## config.mk

```make
export PLATFORM = sky130hd
export DESIGN_NAME = tli_cell
export DESIGN_NICKNAME = d
export VERILOG_FILES = /design/src/rtl/tli_pkg.sv /design/src/rtl/tli_cell.sv
export SDC_FILE = /design/constraint.sdc
export NUM_CORES = 1
export LEC_CHECK = 0
export ABC_CLOCK_PERIOD_IN_PS = 3500
export BUFFER_PORTS_ARGS = -buffer_cell sky130_fd_sc_hd__buf_2
export CAP_MARGIN = 25
export CORE_MARGIN = 8
export CORE_UTILIZATION = 45
export DETAILED_ROUTE_END_ITERATION = 8
export HOLD_SLACK_MARGIN = 0.02
export PLACE_DENSITY = 0.81
export SLEW_MARGIN = 10
export SYNTH_ARGS = -nofsm -noshare
export SYNTH_HDL_FRONTEND = slang
export SYNTH_SLANG_ARGS = --single-unit
```

## constraint.sdc

```tcl
create_clock -name clk_i -period 3.5 [get_ports clk_i]
set_input_delay 0.525 -clock clk_i [delete_from_list [all_inputs] [get_ports clk_i]]
set_output_delay 0.525 -clock clk_i [all_outputs]
set_load 0.01 [all_outputs]
```

## src/rtl/tli_pkg.sv

```systemverilog
// Package with shared constants, types and helpers for the interpolator.
`timescale 1ns / 1ps
package tli_pkg;
  localparam int unsigned TableDepth = 64;
  localparam int unsigned IdxW = $clog2(TableDepth);
  localparam int unsigned CntW = 7;
  localparam int unsigned DivSteps = 64;
  localparam int unsigned DivCntW = $clog2(DivSteps + 1);

  localparam logic ActLoad = 1'b0;
  localparam logic ActQuery = 1'b1;

  typedef enum logic [2:0] {
    StIdle, StScan, StFetch, StMul, StStart, StDiv, StOut
  } tli_state_e;

  // Data one cell hands to the next during a scan.
  typedef struct packed {
    logic        found;
    logic [IdxW:0] hit;
  } tli_scan_t;
endpackage

```

## src/rtl/tli_cell.sv

```systemverilog
// One table cell: holds a point and compares it against the scanned query.
`timescale 1ns / 1ps
module tli_cell (
  input  logic                    clk_i,
  input  logic                    wr_en_i,
  input  logic signed [31:0]      wr_height_i,
  input  logic signed [31:0]      wr_value_i,
  input  logic [tli_pkg::IdxW:0]  my_index_i,
  input  logic                    active_i,
  input  logic signed [31:0]      query_i,
  input  tli_pkg::tli_scan_t      scan_i,
  output tli_pkg::tli_scan_t      scan_o,
  output logic signed [31:0]      height_o,
  output logic signed [31:0]      value_o
);
  import tli_pkg::*;

  logic signed [31:0] height_q;
  logic signed [31:0] value_q;

  // Hold the stored point.
  always_ff @(posedge clk_i) begin
    if (wr_en_i) begin
      height_q <= wr_height_i;
      value_q  <= wr_value_i;
    end
  end

  // Pass on the first hit, or claim it when this point lies above the query.
  always_comb begin
    scan_o = scan_i;
    if (!scan_i.found && active_i && (height_q > query_i)) begin
      scan_o.found = 1'b1;
      scan_o.hit   = my_index_i;
    end
  end

  assign height_o = height_q;
  assign value_o  = value_q;
endmodule

```

==> flow_summary_export.csv, run 1 <==
group,metric,value,unit
yosys,synth_fp_nets,416,
yosys,synthCells,270,
global_routing,grt_pass1_wl,16100,µm
final_layout,final_core_util,0.649,
routing,wl,11000,µm
sta,min_period,3.43,ns
critical_path,crit_arrival,2.90,ns
yosys,synth-edff-count,64,
yosys,async_reset_ff_frac,0,
yosys,syn_area,0.00331,mm²
final_layout,multiInputGateArea,0.00125,mm²
routing,vias,3024,
yosys,synth_area_leaders,"edfxtp_1, ha_1, inv_1",
yosys,synth-seq-cells,64,
sta,maxClockFrequency,292,MHz
critical_path,crit_top_cell,"nand4_1",
sta,post-route-period-util,0.979,
hold_path,holdPathEnd,"value_o[20]",
critical_path,critPathLaunchType,"register",
sta,fin_tns_setup,0,ns
hold_path,holdCritPathClass,"primary input to register",
critical_path,crit_required,2.97,ns
global_routing,antenna_found_initial,1,
floorplanning,start_util,0.462,
placed_design,dp_hpwl,8730,µm
cts,cts_root_buf,"clkbuf_8",
critical_path,worst-path-max-fanout,13,
final_layout,antennaDiodeCount,0,
sta,slew_headroom,0.597,
final_layout,ff_latch_area,0.00192,mm²
critical_path,critPathTopFamily,"simple AND/OR/NAND/NOR gates",
routing,wl_per_cell,19.3,µm
floorplanning,chipHeight,102,µm
yosys,synth_ff_type,"edfxtp_1",
floorplanning,rows,31,
global_routing,grt_max_degree,49,
routing,drt_iter0_markers,151,
hold_path,min_from,"wr_value_i[20]",
critical_path,slowest_delay,0.59,ns
critical_path,criticalPathCategory,"register to primary output",
sta,worst_slew_pin_slew,0.604,ns
yosys,ys_seq_area_frac,0.580,
floorplanning,die_area,0.0104,mm²
critical_path,path_cells,"ha_1 > nand4_1 > or4_4 > or3_1 > buf_6 > a31oi_1 > nand4_1 > buf_2",
yosys,yosys_warnings,0,
critical_path,slowest_stage,"or4_4",
cts,cts_tree,"built",
placed_design,place_inst,553,
routing,antenna_left,0,
sta,setup_viol,0,
yosys,avgSynthCellArea,12.3,µm²
final_layout,drive_above_1_share,0.450,
floorplanning,io_pins,186,
routing,dr.pass1.iters,5,
placed_design,gp_congestion,0.879,
yosys,synth_top_cell_area_share,0.580,
power_and_ir_drop,p_per_area,452,mW/mm²
final_layout,fill_cells,553,
run,drv_cap,0,
cts,cts.htree.levels,3,
floorplanning,die_w,102,µm
cts,cts_buffer_depth,2,
run_status,outcome,"finished, final reports clean",
hold_path,hold_depth,1,
yosys,yosys.area.top_type,"edfxtp_1",
power_and_ir_drop,power_leakage,0.00218,µW
sta,hold_viol,0,
critical_path,path_buf_inv,2,
routing,route.detailed.drc,0,
global_routing,grt_pass1_vias,3133,
cts,cts_buffers,9,
critical_path,cp-end-kind,"primary output",
cts,cts_sinks,64,
placed_design,port_buffers,185,
global_routing,overflow,0,
cts,clk_pin_slew,0.07,ns
sta,drv_slew,0,
yosys,ys_types,33,
final_layout,syn_to_final_growth,40.5,%
global_routing,grt.total_usage,0.208,
floorplanning,core-area,0.00718,mm²
final_layout,instances_no_fill,570,
final_layout,nNetsFinal,612,
power_and_ir_drop,power.total,2100,µW
power_and_ir_drop,ir_drop,0.562,mV
routing,viasPerCell,5.31,
-- sequential cells by signal (all words and copies together) (netlist names) --
| signal | count |
|---|---|
| value_o | 32 |
| height_o | 32 |
-- cell usage after synthesis, drive strengths merged, types with 6 or more instances --
cell type and instances:
a21o 8, a21oi 14, a22oi 8, a31oi 7
edfxtp 64, ha 32, inv 33, nand2 22
nand2b 7, nand4 12, nand4b 6, nor3 8
o2111ai 7
-- cell type report --
| class | instances | area share |
|---|---|---|
| Clock inverter | 7 | 0.0255 |
| Inverter | 33 | 0.0266 |
| Clock buffer | 9 | 0.0266 |
| Tap cell | 99 | 0.0266 |
| Sequential cell | 64 | 0.413 |
| Timing Repair Buffer | 193 | 0.213 |
| Multi-Input combinational cell | 165 | 0.269 |
-- logic make-up after synthesis --
group / after synthesis / share of synthesized area
and+or+nand+nor: 75 / 0.130
adders and majority gates: 32 / 0.121
AOI/OAI and AO/OA: 58 / 0.120
DFF: 64 / 0.580
buffers and inverters: 41 / 0.0495
-- per-layer routing --
metal | global-route usage | vias up | wire [µm]
li1 | - | 1429 | -
met1 | 0.201 | 1398 | 3530
met2 | 0.367 | 183 | 5730
met3 | 0.111 | 12 | 1600
met4 | 0.0699 | 2 | 129
met5 | 0 | - | 8
-- worst max path at each step --
stage	from	to	slack [ns]	cells after the start
2_1_floorplan	query_i[31]	scan_o[0]	0.49	9
3_3_place_gp	query_i[23]	scan_o[1]	0.26	10
3_5_place_dp	query_i[23]	scan_o[3]	0.16	10
4_1_cts	height_o[23]	scan_o[3]	0.02	8
5_1_grt	height_o[23]	scan_o[3]	-0.02	8
6_report	height_o[22]	scan_o[3]	0.07	8
-- through the flow --
step / hold WS [ns] / setup slack [ns] / instance area (µm²)
3_5_place_dp: 0.703 / 0.163 / 4380
4_1_cts: 0.348 / 0.0248 / 4620
3_3_place_gp: 0.701 / 0.264 / 4380
2_1_floorplan: 0.624 / 0.486 / 3310
5_1_grt: 0.337 / -0.0151 / 4660
6_report: 0.355 / 0.0719 / 4660
-- power by group --
part,total [µW],switching (µW),internal [µW]
combinational,403,223,180
sequential,938,25.5,912
clock,764,290,474
total,2100,539,1570
-- cell usage in the layout, fill, tap and decap left out, types with 2 or more instances in the layout --
cell type / instances
inv_1: 33
buf_4: 7
a31oi_1: 6
or4_4: 2
a22oi_1: 8
a221oi_1: 2
a21o_1: 8
nand4_1: 12
nand2_1: 22
ha_1: 31
bufinv_16: 3
edfxtp_1: 64
o2111ai_1: 7
nor2b_1: 2
nor3_1: 8
clkbuf_8: 9
a21oi_1: 14
and4_1: 5
buf_2: 185
o211ai_1: 3
nand4b_1: 6
nand2b_1: 7
nand3_1: 4
o21ai_0: 4
nor2_1: 3
-- repair_timing --
action,4_1_cts,5_1_grt
hold buffers,0,0
buffers inserted,0,1
gates resized for setup,0,5
endpoints found under the setup margin,0,7
Power figures use the tool's default switching activity.
==> run 2: changes to the inputs <==
ABC_CLOCK_PERIOD_IN_PS = 3000   (was 3500)
CORE_UTILIZATION = 40   (was 45)
PLACE_DENSITY = 0.76   (was 0.81)
REMOVE_ABC_BUFFERS = 1   (was not set)
clock period = 3 ns   (was 3.5 ns; I/O delays follow)
==> flow_summary_export.csv, run 2 (synthesis gave the netlist of run 1 again) <==
group,metric,value,unit
global_routing,use_met1,0.176,
run_status,violations,"setup timing",
hold_path,hold_depth,1,
power_and_ir_drop,p_per_area,496,mW/mm²
placed_design,port_buffers,185,
final_layout,fill_cells,620,
cts,cts_tree,"built",
critical_path,criticalPathCategory,"register to primary output",
critical_path,cp-end-kind,"primary output",
hold_path,holdCritPathClass,"primary input to register",
power_and_ir_drop,power.total,2530,µW
routing,route.detailed.drc,0,
global_routing,gr-usage-met2,0.363,
global_routing,gr-usage-met3,0.110,
cts,cts.htree.levels,3,
global_routing,grt_pass1_vias,3488,
critical_path,crit_arrival,2.85,ns
floorplanning,core-area,0.00813,mm²
run,drv_cap,0,
placed_design,gp_congestion,0.841,
global_routing,overflow,0,
global_routing,antenna_found_initial,2,
critical_path,crit_required,2.55,ns
cts,cts_sinks,64,
cts,cts_buffer_depth,2,
sta,maxClockFrequency,303,MHz
sta,post-route-period-util,1.10,
routing,vias,3175,
floorplanning,die_area,0.0115,mm²
routing,wl_per_cell,20.2,µm
placed_design,place_inst,573,
final_layout,final_common_cell,"buf_2",
cts,cts_root_buf,"clkbuf_8",
sta,setup_slack,-0.297,ns
final_layout,syn_to_final_growth,54.2,%
floorplanning,rows,33,
floorplanning,die_w,107,µm
final_layout,mostFrequentLayoutCells,"buf_2, edfxtp_1, inv_1",
routing,drt_iter0_markers,117,
critical_path,crit_path_end,"scan_o[6]",
global_routing,top_usage_layer,"met2",
global_routing,grt_max_degree,43,
routing,viasPerCell,5.27,
power_and_ir_drop,power_leakage,0.00233,µW
floorplanning,io_pins,186,
power_and_ir_drop,ir_drop,0.451,mV
sta,drv_slew,0,
cts,cts_buffers,9,
sta,slew_headroom,0.648,
routing,dr.pass1.iters,4,
critical_path,worst-path-max-fanout,6,
sta,rsz0062_at_grt,"true",
run_status,outcome,"finished with violations",
critical_path,startpoint,"height_o[23]",
final_layout,drive_above_1_share,0.521,
sta,hold_viol,0,
placed_design,dp_hpwl,8980,µm
placed_design,pre_cts_ws,-0.161,ns
routing,wl,12100,µm
sta,worst_slew_pin_slew,0.528,ns
sta,min_period,3.30,ns
global_routing,grt.total_usage,0.200,
floorplanning,chipHeight,107,µm
final_layout,nNetsFinal,636,
floorplanning,start_util,0.407,
routing,antenna_left,0,
global_routing,grt_pass1_wl,17500,µm
final_layout,instances_no_fill,602,
cts,clk_pin_slew,0.08,ns
critical_path,critPathLaunchType,"register",
sta,setup_viol,8,
[run 2: final cells by class]
cell class                 count  area [µm²]  share of cell area
tap                          105         131              0.0257
multi-input combinational    165        1470               0.288
sequential                    64        1920               0.376
antenna                        2        5.00            0.000980
timing repair buffer         217        1210               0.237
clock inverter                 7         119              0.0233
clock buffer                   9         124              0.0242
inverter                      33         124              0.0242
[run 2: how the worst min path moves through the flow]
stage                          from           end  slack [ns]
finish               wr_height_i[6]   height_o[6]        0.29
global route         wr_height_i[0]   height_o[0]        0.27
CTS                  wr_height_i[6]   height_o[6]        0.27
detailed placement  wr_height_i[21]  height_o[21]        0.63
global placement      wr_value_i[0]    value_o[0]        0.63
floorplan            wr_height_i[0]   height_o[0]        0.55
[run 2: repair_timing]
action	CTS	global route
hold buffers	0	0
setup buffers	6	2
cloned	1	1
pin swaps	17	9
resized for setup	23	16
setup endpoints to repair	8	8
[run 2: where the power goes]
part	switching (µW)	internal, µW
clock	337	553
combinational	297	251
sequential	29.9	1060
[run 2: routing by layer]
metal | share of wire | vias to the layer above | wire length (µm)
li1 | - | 1483 | -
met1 | 0.32 | 1488 | 3920
met2 | 0.52 | 178 | 6270
met3 | 0.13 | 26 | 1600
met4 | 0.030 | 0 | 359
met5 | 0 | - | 0
[run 2: metrics by stage]
stage	util	setup TNS (ns)	hold WS [ns]	cell area [µm²]
2_1_floorplan	-	-1.90	0.549	3270
3_3_place_gp	0.552	-0.448	0.626	4490
3_5_place_dp	0.552	-1.09	0.628	4490
4_1_cts	0.606	-1.63	0.268	4930
5_1_grt	0.628	-2.70	0.265	5110
6_report	0.628	-2.12	0.286	5110
[run 2: critical path: stages, from the launching register on]
cell and delay, ns:
edfxtp_1 0.45, ha_4 0.31, nand4_1 0.15, or4_4 0.58, or3_4 0.43, clkbuf_16 0.19, a31oi_4 0.13, nand4bb_1 0.13
buf_2 0.16
==> run 3: changes to the inputs <==
CORE_ASPECT_RATIO = 1.5   (was not set)
==> flow_summary_export.csv, run 3 (synthesis gave the netlist of run 1 again) <==
group,metric,value,unit
hold_path,min_from,"wr_height_i[2]",
floorplanning,die_area,0.0115,mm²
routing,wl,10600,µm
run_status,outcome,"finished with violations",
critical_path,startpoint,"height_o[30]",
routing,drt_iter0_markers,160,
power_and_ir_drop,ir_drop,0.469,mV
cts,cts_tree,"built",
critical_path,worst-path-max-fanout,7,
sta,fin_hold_ws,0.300,ns
floorplanning,die_w,90.3,µm
floorplanning,start_util,0.414,
floorplanning,chipHeight,127,µm
sta,min_period,3.27,ns
final_layout,fill_cells,611,
hold_path,holdCritPathClass,"primary input to register",
power_and_ir_drop,clkPwrFrac,0.372,
floorplanning,io_pins,186,
run_status,violations,"setup timing",
cts,cts_sinks,64,
critical_path,crit_arrival,2.82,ns
power_and_ir_drop,power_switching,643,µW
sta,rsz0062_at_grt,"true",
placed_design,gp_congestion,0.868,
global_routing,grt_max_degree,34,
sta,post-route-period-util,1.09,
global_routing,antenna_found_initial,0,
power_and_ir_drop,p_sw_frac,0.248,
cts,cts.htree.levels,3,
critical_path,critPathLaunchType,"register",
power_and_ir_drop,p_seq_frac,0.423,
floorplanning,rows,40,
placed_design,port_buffers,185,
final_layout,antennaDiodeCount,0,
final_layout,ff_latch_area,0.00192,mm²
cts,cts_buffer_depth,2,
run,drv_cap,0,
sta,slew_headroom,0.603,
placed_design,dp_hpwl,8160,µm
cts,clk_pin_slew,0.05,ns
global_routing,grt_pass1_wl,15900,µm
routing,wl_per_cell,17.6,µm
global_routing,grt.total_usage,0.174,
cts,holdBufCountCts,0,
critical_path,criticalPathCategory,"register to primary output",
final_layout,nNetsFinal,641,
routing,antenna_left,0,
sta,maxClockFrequency,306,MHz
hold_path,hold_depth,1,
cts,cts_buffers,9,
final_layout,final_common_cell,"buf_2",
placed_design,pre_cts_ws,-0.116,ns
global_routing,grt_pass1_vias,3201,
floorplanning,core-area,0.00801,mm²
final_layout,drive_above_1_share,0.517,
hold_path,holdPathEnd,"height_o[2]",
global_routing,overflow,0,
final_layout,syn_to_final_growth,56.0,%
routing,route.detailed.drc,0,
critical_path,cp-end-kind,"primary output",
routing,viasPerCell,5.06,
routing,dr.pass1.iters,6,
power_and_ir_drop,p_int,1950,µW
routing,vias,3054,
power_and_ir_drop,power_leakage,0.00235,µW
final_layout,mostFrequentLayoutCells,"buf_2, edfxtp_1, inv_1, buf_4, ha_1",
sta,setup_viol,8,
cts,cts_root_buf,"clkbuf_16",
sta,drv_slew,0,
sta,setup_slack,-0.265,ns
sta,hold_viol,0,
critical_path,crit_required,2.55,ns
sta,worst_slew_pin_slew,0.595,ns
final_layout,multiInputGateArea,0.00148,mm²
power_and_ir_drop,p_per_area,502,mW/mm²
power_and_ir_drop,combPwrFrac,0.206,
==> run 3: cell count changes in the layout (fill, tap and decap cells not counted), sizes merged <==
cell	before	now
inv	34	33
bufinv	3	1
buf	216	222
clkbuf	10	11
diode	2	0
==> run 3: layout make-up <==
| type | instances | area share |
|---|---|---|
| inverters | 33 | 0.0240 |
| well taps | 105 | 0.0254 |
| clock buffers | 11 | 0.0450 |
| clock inverters | 4 | 0.00896 |
| multi-input cells | 165 | 0.287 |
| flip-flops and latches | 64 | 0.372 |
| repair buffers | 222 | 0.238 |
==> run 3: worst max-delay path by stage <==
stage / endpoint / slack [ns] / depth (start not counted)
6_report: scan_o[1] / -0.27 / 13
5_1_grt: scan_o[1] / -0.35 / 11
4_1_cts: scan_o[1] / -0.23 / 10
3_5_place_dp: scan_o[3] / -0.12 / 12
3_3_place_gp: scan_o[3] / -0.04 / 10
2_1_floorplan: scan_o[7] / -0.35 / 7
==> run 3: metal layers <==
metal,vias to the layer above,GRT usage,part of all wire
li1,1490,-,-
met1,1401,0.158,0.32
met2,141,0.333,0.56
met3,22,0.0680,0.098
met4,0,0.0768,0.026
met5,-,0,0
==> run 3: metrics by stage <==
stage | std cells | area (µm²) | power, µW | util | setup TNS [ns]
6_report | 604 | 5170 | 2590 | 0.645 | -1.79
5_1_grt | 604 | 5170 | 2710 | 0.645 | -2.55
4_1_cts | 603 | 5020 | 2600 | 0.627 | -1.67
3_5_place_dp | 575 | 4500 | 1590 | 0.562 | -0.654
3_3_place_gp | 575 | 4500 | 1570 | 0.562 | -0.168
2_1_floorplan | 262 | 3270 | 1330 | - | -1.90
==> run 3: power groups by stage <==
| stage | registers (µW) | logic, µW | clock network [µW] |
|---|---|---|---|
| after floorplan | 1150 | 179 | 0 |
| after global placement | 1110 | 461 | 0 |
| after detailed placement | 1110 | 476 | 0 |
| after CTS | 1100 | 509 | 993 |
| after global routing | 1100 | 586 | 1020 |
| final | 1100 | 534 | 964 |
==> run 3: critical path, cell delays in order, from the launching register on <==
cell and delay, ns:
edfxtp_1 0.43, ha_4 0.27, nand4_1 0.15, buf_4 0.13
buf_4 0.09, buf_4 0.10, buf_4 0.11, nor2_4 0.03
a22o_1 0.21, buf_4 0.17, nor3_1 0.42, a31oi_4 0.14
nand4_1 0.11, buf_2 0.13
==> run 3: repair_timing <==
| item | in CTS | in global routing |
|---|---|---|
| buffers inserted | 12 | 2 |
| pin swaps | 20 | 10 |
| resized for setup | 22 | 19 |
| setup endpoints to repair | 8 | 8 |
| cloned | 1 | 0 |
