==> src/rtl/tli_pkg.sv <==
// Package with shared constants, types and helpers for the interpolator.
`timescale 1ns / 1ps
package tli_pkg;
  localparam int unsigned TableDepth = 64;
  localparam int unsigned IdxW = $clog2(TableDepth);
  localparam int unsigned CntW = 7;
  localparam int unsigned DivSteps = 64;
  localparam int unsigned DivCntW = $clog2(DivSteps + 1);

  localparam logic ActLoad = 1'b0;
  localparam logic ActQuery = 1'b1;

  typedef enum logic [2:0] {
    StIdle, StScan, StFetch, StMul, StStart, StDiv, StOut
  } tli_state_e;

  // Data one cell hands to the next during a scan.
  typedef struct packed {
    logic        found;
    logic [IdxW:0] hit;
  } tli_scan_t;
endpackage

==> src/rtl/tli_divider.sv <==
// Restoring divider, one quotient bit per cycle, with round half away.
`timescale 1ns / 1ps
module tli_divider (
  input  logic        clk_i,
  input  logic        rst_ni,
  input  logic        start_i,
  input  logic [63:0] num_i,
  input  logic [32:0] den_i,
  output logic        done_o,
  output logic [64:0] quot_o
);
  import tli_pkg::*;

  logic [63:0] quot_q, quot_d;
  logic [33:0] rem_q, rem_d;
  logic [32:0] den_q, den_d;
  logic [DivCntW-1:0] cnt_q, cnt_d;
  logic busy_q, busy_d;
  logic [34:0] trial;
  logic [34:0] twice_rem;

  // Advance one quotient bit per cycle, then flag done for one cycle.
  always_comb begin
    quot_d = quot_q;
    rem_d  = rem_q;
    den_d  = den_q;
    cnt_d  = cnt_q;
    busy_d = busy_q;
    trial  = {rem_q, quot_q[63]} - {2'b0, den_q};
    if (start_i) begin
      quot_d = num_i;
      rem_d  = '0;
      den_d  = den_i;
      cnt_d  = DivCntW'(DivSteps);
      busy_d = 1'b1;
    end else if (busy_q) begin
      if (cnt_q != '0) begin
        if (!trial[34]) begin
          rem_d = trial[33:0];
          quot_d = {quot_q[62:0], 1'b1};
        end else begin
          rem_d = {rem_q[32:0], quot_q[63]};
          quot_d = {quot_q[62:0], 1'b0};
        end
        cnt_d = cnt_q - 1'b1;
      end else begin
        busy_d = 1'b0;
      end
    end
  end

  always_ff @(posedge clk_i or negedge rst_ni) begin
    if (!rst_ni) begin
      busy_q <= 1'b0;
      cnt_q  <= '0;
    end else begin
      busy_q <= busy_d;
      cnt_q  <= cnt_d;
    end
  end

  always_ff @(posedge clk_i) begin
    quot_q <= quot_d;
    rem_q  <= rem_d;
    den_q  <= den_d;
  end

  // Round half away from zero on the magnitude.
  assign twice_rem = {rem_q, 1'b0};
  assign quot_o = {1'b0, quot_q} + ((twice_rem >= {2'b0, den_q}) ? 65'd1 : 65'd0);
  assign done_o = busy_q && (cnt_q == '0);
endmodule

==> config.mk <==
export PLATFORM = sky130hd
export DESIGN_NAME = tli_divider
export DESIGN_NICKNAME = d
export VERILOG_FILES = /design/src/rtl/tli_pkg.sv /design/src/rtl/tli_divider.sv
export SDC_FILE = /design/constraint.sdc
export NUM_CORES = 1
export LEC_CHECK = 0
export ABC_CLOCK_PERIOD_IN_PS = 4900
export BUFFER_PORTS_ARGS = -buffer_cell sky130_fd_sc_hd__buf_2
export CELL_PAD_IN_SITES_DETAIL_PLACEMENT = 1
export CELL_PAD_IN_SITES_GLOBAL_PLACEMENT = 2
export CORE_MARGIN = 2
export CORE_UTILIZATION = 35
export DETAILED_ROUTE_END_ITERATION = 6
export HOLD_SLACK_MARGIN = 0.12
export MAX_ROUTING_LAYER = met4
export PLACE_DENSITY_LB_ADDON = 0.1
export REMOVE_ABC_BUFFERS = 1
export SLEW_MARGIN = 20
export SYNTH_ARGS = -nofsm -noshare
export SYNTH_HDL_FRONTEND = slang
export SYNTH_SLANG_ARGS = --single-unit
==> constraint.sdc <==
create_clock -name clk_i -period 4.9 [get_ports clk_i]
set_input_delay 0.49 -clock clk_i [delete_from_list [all_inputs] [get_ports clk_i]]
set_output_delay 0.49 -clock clk_i [all_outputs]
set_load 0.01 [all_outputs]
==> run_results.csv, run 1 <==
group,metric,value,unit
outcome,outcome,"finished, final reports clean",
floorplan,pin_count,166,
timing,rsz0062_at_grt,"no",
worst_hold_path,hp-class,"primary input to flip-flop",
drt,drt_pass1_iterations,4,
clock_tree,clk-insertion-delay-late,0.44,ns
pwr,power,0.004993,W
timing,final.min_clock_period,4.524,ns
global_route,antenna_found_initial,7,
global_route,grt_first_pass_wirelength,40740,µm
setup_path,worst_setup_path_end_kind,"output port",
yosys,postSynthAreaPerCell,9.750,µm²
place,gp_congestion,0.8010,
yosys,synthFlopType,"edfxtp_1",
clock_tree,cts_max_path_buffers,2,
yosys,ys_ff_latch,139,
floorplan,die_area,27100,µm²
place,dp_slack,0.3794,ns
timing,fmax,221.0,MHz
drt,post_drt_via_cell_ratio,5.101,
setup_path,start_kind,"flip-flop",
timing,finClkSkew,0.01313,ns
place,hpwlAfterDp,19270,µm
cells_and_area,post-route-util,42.85,%
timing,final_hold_viol_count,0,
floorplan,rows,58,
clock_tree,cts_buffers,17,
timing,relSlewSlack,39.48,%
cells_and_area,drive_gt1_share,28.19,%
pwr,ir_drop,0.2779,mV
timing,worst_slew_pin_slew,0.9064,ns
clock_tree,cts.clk_slew.worst_paths,0.06,ns
cells_and_area,fin_area,10820,µm²
setup_path,required,4.41,ns
worst_hold_path,holdPathStages,1,
setup_path,arrival,4.03,ns
timing,fin_tns_setup,0,ns
cells_and_area,area_growth,19.85,%
clock_tree,clockRootBuffer,"clkbuf_16",
job,maxCapViolCount,0,
timing,post-route-worst-setup-slack,0.3759,ns
global_route,grt_usage,20.11,%
floorplan,die_height,164.6,µm
pwr,leakage,4.503,nW
clock_tree,cts_tree,"done",
setup_path,path_max_fanout,8,
global_route,first_global_vias,7511,
place,io_buffers,165,
drt,wl_per_cell,17.99,µm
setup_path,reg2regPathDepth,11,
pwr,power.density,461.4,nW/µm²
floorplan,core-area,25250,µm²
drt,via_count,7320,
floorplan,die_w,164.6,µm
yosys,synth_seq_area_share,42.02,%
yosys,syn_inst,926,
place,place_area,10150,µm²
global_route,grt-ovfl-total,0,
drt,route.detailed.drc,0,
yosys,synth.distinct_cells,75,
clock_tree,htreeDepth,4,
timing,drv_slew,0,
setup_path,setup.worst_path.class,"flip-flop to output port",
yosys,yosysWarnings,0,
drt,drt-initial-drc-count,379,
yosys,synthesis.area,9029,µm²
yosys,synth-edff-count,97,
cells_and_area,nets,1221,
timing,period_share,92.33,%
timing,finalSetupViolCount,0,
drt,drt-total-wl,25820,µm
drt,postRouteAntennaNets,0,
clock_tree,cts.sinks,139,
global_route,grt_max_degree,65,
yosys,synth_async_sr_flop_share,5.755,%
floorplan,initial_utilization,35.75,%
-- flip-flops by register name (all words and copies together), names as in the netlist --
signal,count
cnt_q,7
busy_q,1
quot_q,64
den_q,33
rem_q,34
-- worst max-delay path, stage by stage (launching register included) --
cell and delay, ns:
edfxtp_1 0.32, inv_1 0.04, ha_2 0.41, and3_2 0.25
nand3_1 0.09, nand3b_1 0.14, a21oi_1 0.06, o21a_1 0.20
o21ai_1 0.15, a21oi_1 0.09, o311ai_1 0.26, buf_4 0.18
ha_1 0.15, and3_4 0.20, nand2_2 0.08, or4_4 0.58
nor3_1 0.23, buf_2 0.17
-- synthesized netlist by cell type (32+ instances only) --
cell	number	area [µm²]
edfxtp_1	97	2913
nor2_1	73	274.0
nand3_1	38	190.2
dfxtp_1	34	680.7
ha_1	37	462.9
o21ai_0	39	195.2
inv_1	49	183.9
xor2_1	32	280.3
mux2_2	59	664.4
xnor2_1	65	569.3
a21oi_1	41	205.2
nand2_1	108	405.4
-- placed cells by master, fill, tap and decap left out, drive strengths merged, types with 9 or more instances in the layout --
master and instances:
buf 177, nor4 9, a311oi 18, xnor2 66, edfxtp 97, nand3 38
and2 10, a211oi 9, diode 9, dfxtp 34, and3 23, ha 37
nor2 76, nand4 16, o21ai 41, a21oi 42, inv 55, nand2 111
nor3 17, mux2 59, nand2b 11, xor2 33, clkbuf 18
-- layout make-up --
type,instances,area [µm²]
Timing Repair Buffer,178,944.7
Inverter,49,183.9
Clock buffer,18,429.2
Antenna cell,9,22.52
Clock inverter,14,137.6
Multi-Input combinational cell,698,4896
Sequential cell,139,3794
Tap cell,330,412.9
Fill cell,2993,14430
-- metal layers --
metal,vias to the layer above,share of wire [%],global-route usage (%)
met4,0,0.87,4.348
li1,3643,-,-
met2,156,46,31.65
met3,17,7.0,6.479
met5,-,0,-
met1,3504,46,25.38
-- where the power goes --
part,leakage (nW),internal [W],switching (W)
Combinational,2.86,0.000808,0.00106
Sequential,1.37,0.00157,0.000263
Clock,0.273,0.000711,0.000580
Total,4.50,0.00309,0.00190
-- path summary, 6_finish.rpt --
kind	start	endpoint	slack (ns)
min reg2reg	rem_q[8]	rem_q[8]	0.49
min in group asynchronous	rst_ni	cnt_q[0]	0.43
max reg2reg	den_q[0]	rem_q[9]	1.28
max	den_q[10]	quot_o[64]	0.38
min	den_i[30]	den_q[30]	0.23
max in group asynchronous	rst_ni	cnt_q[5]	4.28
-- logic make-up (layout without fill, tap and decap cells) --
kind of cell | Yosys count | after routing | share of synthesized area, %
AOI/OAI and AO/OA | 156 | 156 | 11.32
xor gates and xnor gates | 99 | 99 | 10.02
adders and majority gates | 38 | 38 | 5.349
buffers and inverters | 89 | 259 | 4.462
DFF | 139 | 139 | 42.02
muxes | 67 | 67 | 8.246
other | 0 | 9 | 0
and+or+nand+nor | 338 | 338 | 18.58
-- timing repair --
action,CTS,global route
resized for setup,2,16
pin swaps,0,2
hold endpoints to repair,8,0
endpoints found under the setup margin,18,36
buffers inserted,0,1
hold buffers,1,0
-- stage by stage --
stage	hold WS, ns	cells
finish	0.2319	1435
detailed placement	0.3573	1392
global placement	0.3492	1392
global route	0.2077	1433
CTS	0.2088	1425
floorplan	0.1944	886
No activity file was read; power rests on OpenSTA's default activity.
==> run 2: changes to the inputs <==
Settings changed: CELL_PAD_IN_SITES_DETAIL_PLACEMENT 1 to default, CELL_PAD_IN_SITES_GLOBAL_PLACEMENT 2 to default, CORE_UTILIZATION 35 to 58, CTS_BUF_LIST from default to sky130_fd_sc_hd__clkbuf_8, MAX_ROUTING_LAYER met4 to default, PLACE_DENSITY from default to 0.83, PLACE_DENSITY_LB_ADDON 0.1 to default.
==> run_results.csv, run 2 (synthesis results as in run 1) <==
group,metric,value,unit
cells_and_area,top_regs,"quot_q x64, rem_q x34, den_q x33",
clock_tree,cts_buffers,17,
cells_and_area,post-route-util,68.42,%
cells_and_area,largest-register,"quot_q",
setup_path,required,4.41,ns
cells_and_area,final_common_cell,"buf_2",
pwr,ir_drop,0.2832,mV
timing,rsz0062_at_grt,"yes",
cells_and_area,fill_cells,1190,
timing,finClkSkew,0.01794,ns
cells_and_area,diodes,0,
clock_tree,clk-insertion-delay-late,0.47,ns
cells_and_area,largest_reg_flops,64,
drt,drt-initial-drc-count,572,
floorplan,die_w,128.8,µm
setup_path,path_max_fanout,9,
cells_and_area,drive_gt1_share,27.86,%
place,gp_congestion,0.9317,
pwr,power.density,450.3,nW/µm²
clock_tree,cts.sinks,139,
setup_path,arrival,4.14,ns
cells_and_area,area_growth,15.20,%
outcome,outcome,"finished, final reports clean",
pwr,leakage,4.396,nW
worst_hold_path,hp-class,"primary input to flip-flop",
place,hpwlAfterDp,15810,µm
global_route,grt_usage,27.23,%
cells_and_area,layout_common_cells,"164 x buf_2, 107 x nand2_1, 97 x edfxtp_1",
drt,via_count,7424,
global_route,grt_first_pass_wirelength,35560,µm
global_route,first_global_vias,7308,
timing,final.min_clock_period,4.629,ns
floorplan,core-area,15200,µm²
timing,period_share,94.47,%
setup_path,worst_setup_path_end_kind,"output port",
floorplan,die_height,128.8,µm
clock_tree,clockRootBuffer,"clkbuf_8",
drt,drt_pass1_iterations,5,
timing,post-route-worst-setup-slack,0.2710,ns
global_route,antenna_found_initial,3,
global_route,grt_max_degree,65,
place,dp_slack,0.4578,ns
timing,finalSetupViolCount,0,
floorplan,rows,45,
clock_tree,cts_max_path_buffers,2,
drt,postRouteAntennaNets,0,
floorplan,initial_utilization,59.39,%
timing,fin_tns_setup,0,ns
floorplan,die_area,16580,µm²
timing,fmax,216.0,MHz
drt,route.detailed.drc,0,
cells_and_area,nets,1216,
timing,drv_slew,0,
clock_tree,cts.clk_slew.worst_paths,0.09,ns
setup_path,setup.worst_path.class,"flip-flop to output port",
drt,post_drt_via_cell_ratio,5.805,
clock_tree,htreeDepth,4,
cells_and_area,fin_area,10400,µm²
clock_tree,cts_tree,"done",
timing,holdWs,0.1943,ns
timing,worst_slew_pin_slew,1.051,ns
job,maxCapViolCount,0,
floorplan,pin_count,166,
timing,final_hold_viol_count,0,
setup_path,start_kind,"flip-flop",
global_route,grt-ovfl-total,0,
drt,wl_per_cell,17.15,µm
place,io_buffers,165,
drt,drt-total-wl,21940,µm
timing,relSlewSlack,29.92,%
place,place_area,9920,µm²
## run 2: area by class of cell
class	count	area [µm²]	share of cell area, %
multi-input combinational	698	4866	46.78
sequential	139	3794	36.47
timing repair buffer	173	890.9	8.565
clock buffer	18	247.7	2.382
tap	188	235.2	2.262
clock inverter	14	183.9	1.768
inverter	49	183.9	1.768
## run 2: timing repair
action	in CTS	in global routing
pin swaps	0	3
buffers inserted	0	1
hold buffers	1	0
endpoints found under the hold margin	8	0
gates resized for setup	2	13
setup endpoints to repair	12	28
## run 2: final timing paths
path	slack (ns)	cells after the start	end	from
max reg2reg	1.17	12	rem_q[26]	quot_q[63]
min reg2reg	0.49	2	rem_q[17]	rem_q[17]
min	0.19	1	den_q[3]	den_i[3]
max	0.27	18	quot_o[14]	den_q[10]
min in group asynchronous	0.40	2	cnt_q[5]	rst_ni
max in group asynchronous	4.33	2	cnt_q[1]	rst_ni
## run 2: per-stage QoR
stage,cells,power [W]
6_report,1279,0.004684
5_1_grt,1279,0.004980
4_1_cts,1278,0.004672
3_5_place_dp,1245,0.003633
3_3_place_gp,1245,0.003593
2_1_floorplan,886,0.003084
## run 2: routing by layer
layer / vias to the layer above / wire length, µm / global-route usage, %
li1: 3634 / - / -
met1: 3441 / 8984 / 33.63
met2: 290 / 10420 / 43.57
met3: 55 / 1978 / 9.938
met4: 4 / 537 / 10.93
met5: - / 18 / 0
## run 2: report_power, final
part | switching [W] | internal (W)
combinational | 0.00103 | 0.000797
sequential | 0.000264 | 0.00157
clock | 0.000490 | 0.000531
total | 0.00179 | 0.00290
## run 2: critical path, stage by stage, from the launching register on
cell and delay, ns:
edfxtp_1 0.33, inv_1 0.04, ha_2 0.41, nand4_1 0.20, nor3_2 0.21, a21oi_1 0.10
o21a_1 0.19, o21ai_0 0.15, a21oi_1 0.09, o311ai_1 0.27, buf_4 0.19, ha_1 0.16
and3_1 0.18, buf_4 0.18, and3_2 0.25, and3_2 0.25, nand4_1 0.14, xnor2_1 0.20
buf_2 0.16
==> run 3: changes to the inputs <==
Settings changed: RECOVER_POWER from default to 25.
==> run_results.csv, run 3 (synthesis results as in run 1) <==
group,metric,value,unit
clock_tree,cts.clk_slew.worst_paths,0.09,ns
setup_path,arrival,4.14,ns
global_route,grt_usage,27.23,%
setup_path,slowest_stage,"ha_2",
clock_tree,htreeDepth,4,
cells_and_area,layout_common_cells,"163 x buf_2, 107 x nand2_1, 97 x edfxtp_1",
global_route,antenna_found_initial,3,
timing,worst_slew_pin_slew,3.055,ns
clock_tree,cts.sinks,139,
pwr,power.density,451.3,nW/µm²
timing,post-route-worst-setup-slack,0.2681,ns
setup_path,slowest_delay,0.41,ns
timing,fmax,215.9,MHz
cells_and_area,largest-register,"quot_q",
floorplan,die_w,128.8,µm
outcome,outcome,"finished with violations",
timing,final_hold_viol_count,0,
outcome,violations,"max-capacitance violations, max-slew violations",
worst_hold_path,hp-class,"primary input to flip-flop",
timing,drv_slew,120,
place,io_buffers,165,
setup_path,setup.worst_path.class,"flip-flop to output port",
setup_path,worst_setup_path_end_kind,"output port",
setup_path,critPathTopFamily,"simple AND/OR/NAND/NOR gates",
pwr,leakage,4.382,nW
cells_and_area,diodes,0,
place,dp_slack,0.4578,ns
setup_path,required,4.41,ns
setup_path,crit_buf_inv,4,
timing,period_share,94.53,%
global_route,grt_first_pass_wirelength,35560,µm
timing,final.min_clock_period,4.632,ns
clock_tree,cts_tree,"done",
place,hpwlAfterDp,15810,µm
drt,drt_pass1_iterations,6,
cells_and_area,largest_reg_flops,64,
floorplan,initial_utilization,59.39,%
floorplan,core-area,15200,µm²
global_route,first_global_vias,7308,
cells_and_area,top_regs,"quot_q x64, rem_q x34, den_q x33",
drt,route.met2.wl,10550,µm
place,place_area,9920,µm²
cells_and_area,drive_gt1_share,27.50,%
drt,drt-total-wl,21960,µm
drt,met3_wirelength,1986,µm
setup_path,path_cells,"inv_1 -> ha_2 -> nand4_1 -> nor3_2 -> a21oi_1 -> o21a_1 -> o21ai_0 -> a21oi_1 -> o311ai_1 -> buf_4 -> ha_1 -> and3_1 -> buf_4 -> and3_2 -> and3_2 -> nand4_1 -> xnor2_1 -> buf_2",
drt,drt-initial-drc-count,548,
cells_and_area,multi_input_area,4866,µm²
cells_and_area,fin_area,10390,µm²
setup_path,start_kind,"flip-flop",
pwr,ir_drop,0.2832,mV
floorplan,pin_count,166,
clock_tree,clk-insertion-delay-late,0.47,ns
timing,rsz0062_at_grt,"yes",
floorplan,die_height,128.8,µm
timing,finClkSkew,0.01703,ns
drt,via_count,7415,
timing,finalSetupViolCount,0,
global_route,grt-ovfl-total,0,
drt,postRouteAntennaNets,0,
cells_and_area,final_common_cell,"buf_2",
floorplan,die_area,16580,µm²
clock_tree,cts_buffers,17,
clock_tree,cts_max_path_buffers,2,
drt,post_drt_via_cell_ratio,5.797,
setup_path,path_max_fanout,9,
drt,route.detailed.drc,0,
timing,relSlewSlack,-103.6,%
job,maxCapViolCount,2,
drt,wl_met1,8926,µm
place,gp_congestion,0.9317,
drt,wl_per_cell,17.17,µm
floorplan,rows,45,
clock_tree,clockRootBuffer,"clkbuf_8",
global_route,grt_max_degree,65,
drt,highest_layer,"met5",
cells_and_area,nets,1216,
cells_and_area,seqCellArea,3794,µm²
cells_and_area,fill_cells,1190,
cells_and_area,area_growth,15.06,%
[run 3: power breakdown]
part	internal [W]	leakage (nW)	switching [W]
clock network	0.000531	0.219	0.000492
logic	0.000800	2.79	0.00103
registers	0.00157	1.37	0.000263
total	0.00290	4.38	0.00179
[run 3: layout make-up]
class,instances,area share [%]
multi-input combinational,698,46.84
sequential,139,36.52
timing repair buffer,173,8.455
clock buffer,18,2.385
tap,188,2.264
clock inverter,14,1.770
inverter,49,1.770
[run 3: worst paths after layout]
kind / start / endpoint / slack [ns] / cells past startpoint
max: den_q[10] / quot_o[14] / 0.27 / 18
min: den_i[3] / den_q[3] / 0.19 / 1
max reg2reg: quot_q[63] / rem_q[26] / 1.11 / 12
min reg2reg: rem_q[17] / rem_q[17] / 0.49 / 2
max in group asynchronous: rst_ni / cnt_q[1] / 4.11 / 2
min in group asynchronous: rst_ni / cnt_q[5] / 0.48 / 2
[run 3: timing repair]
action / in CTS / in global routing
gates resized for setup: 2 / 13
hold buffers: 1 / 0
buffers inserted: 0 / 1
setup endpoints to repair: 12 / 28
gates cloned: 0 / 0
pin swaps: 0 / 3
hold endpoints to repair: 8 / 0
[run 3: through the flow]
step / instances / setup TNS, ns / hold slack [ns] / utilization, % / total power, W
6_report: 1279 / 0 / 0.1948 / 68.34 / 0.004689
4_1_cts: 1278 / 0 / 0.1627 / 68.19 / 0.004672
3_5_place_dp: 1245 / 0 / 0.3391 / 65.25 / 0.003633
5_1_grt: 1279 / -0.009786 / 0.1550 / 68.34 / 0.004984
3_3_place_gp: 1245 / 0 / 0.3400 / 65.25 / 0.003593
2_1_floorplan: 886 / 0 / 0.1944 / - / 0.003084
[run 3: layer usage]
layer | track usage [%] | up-vias
met2 | 43.57 | 279
met5 | 0 | -
met3 | 9.938 | 44
met1 | 33.63 | 3457
met4 | 10.93 | 4
li1 | - | 3631
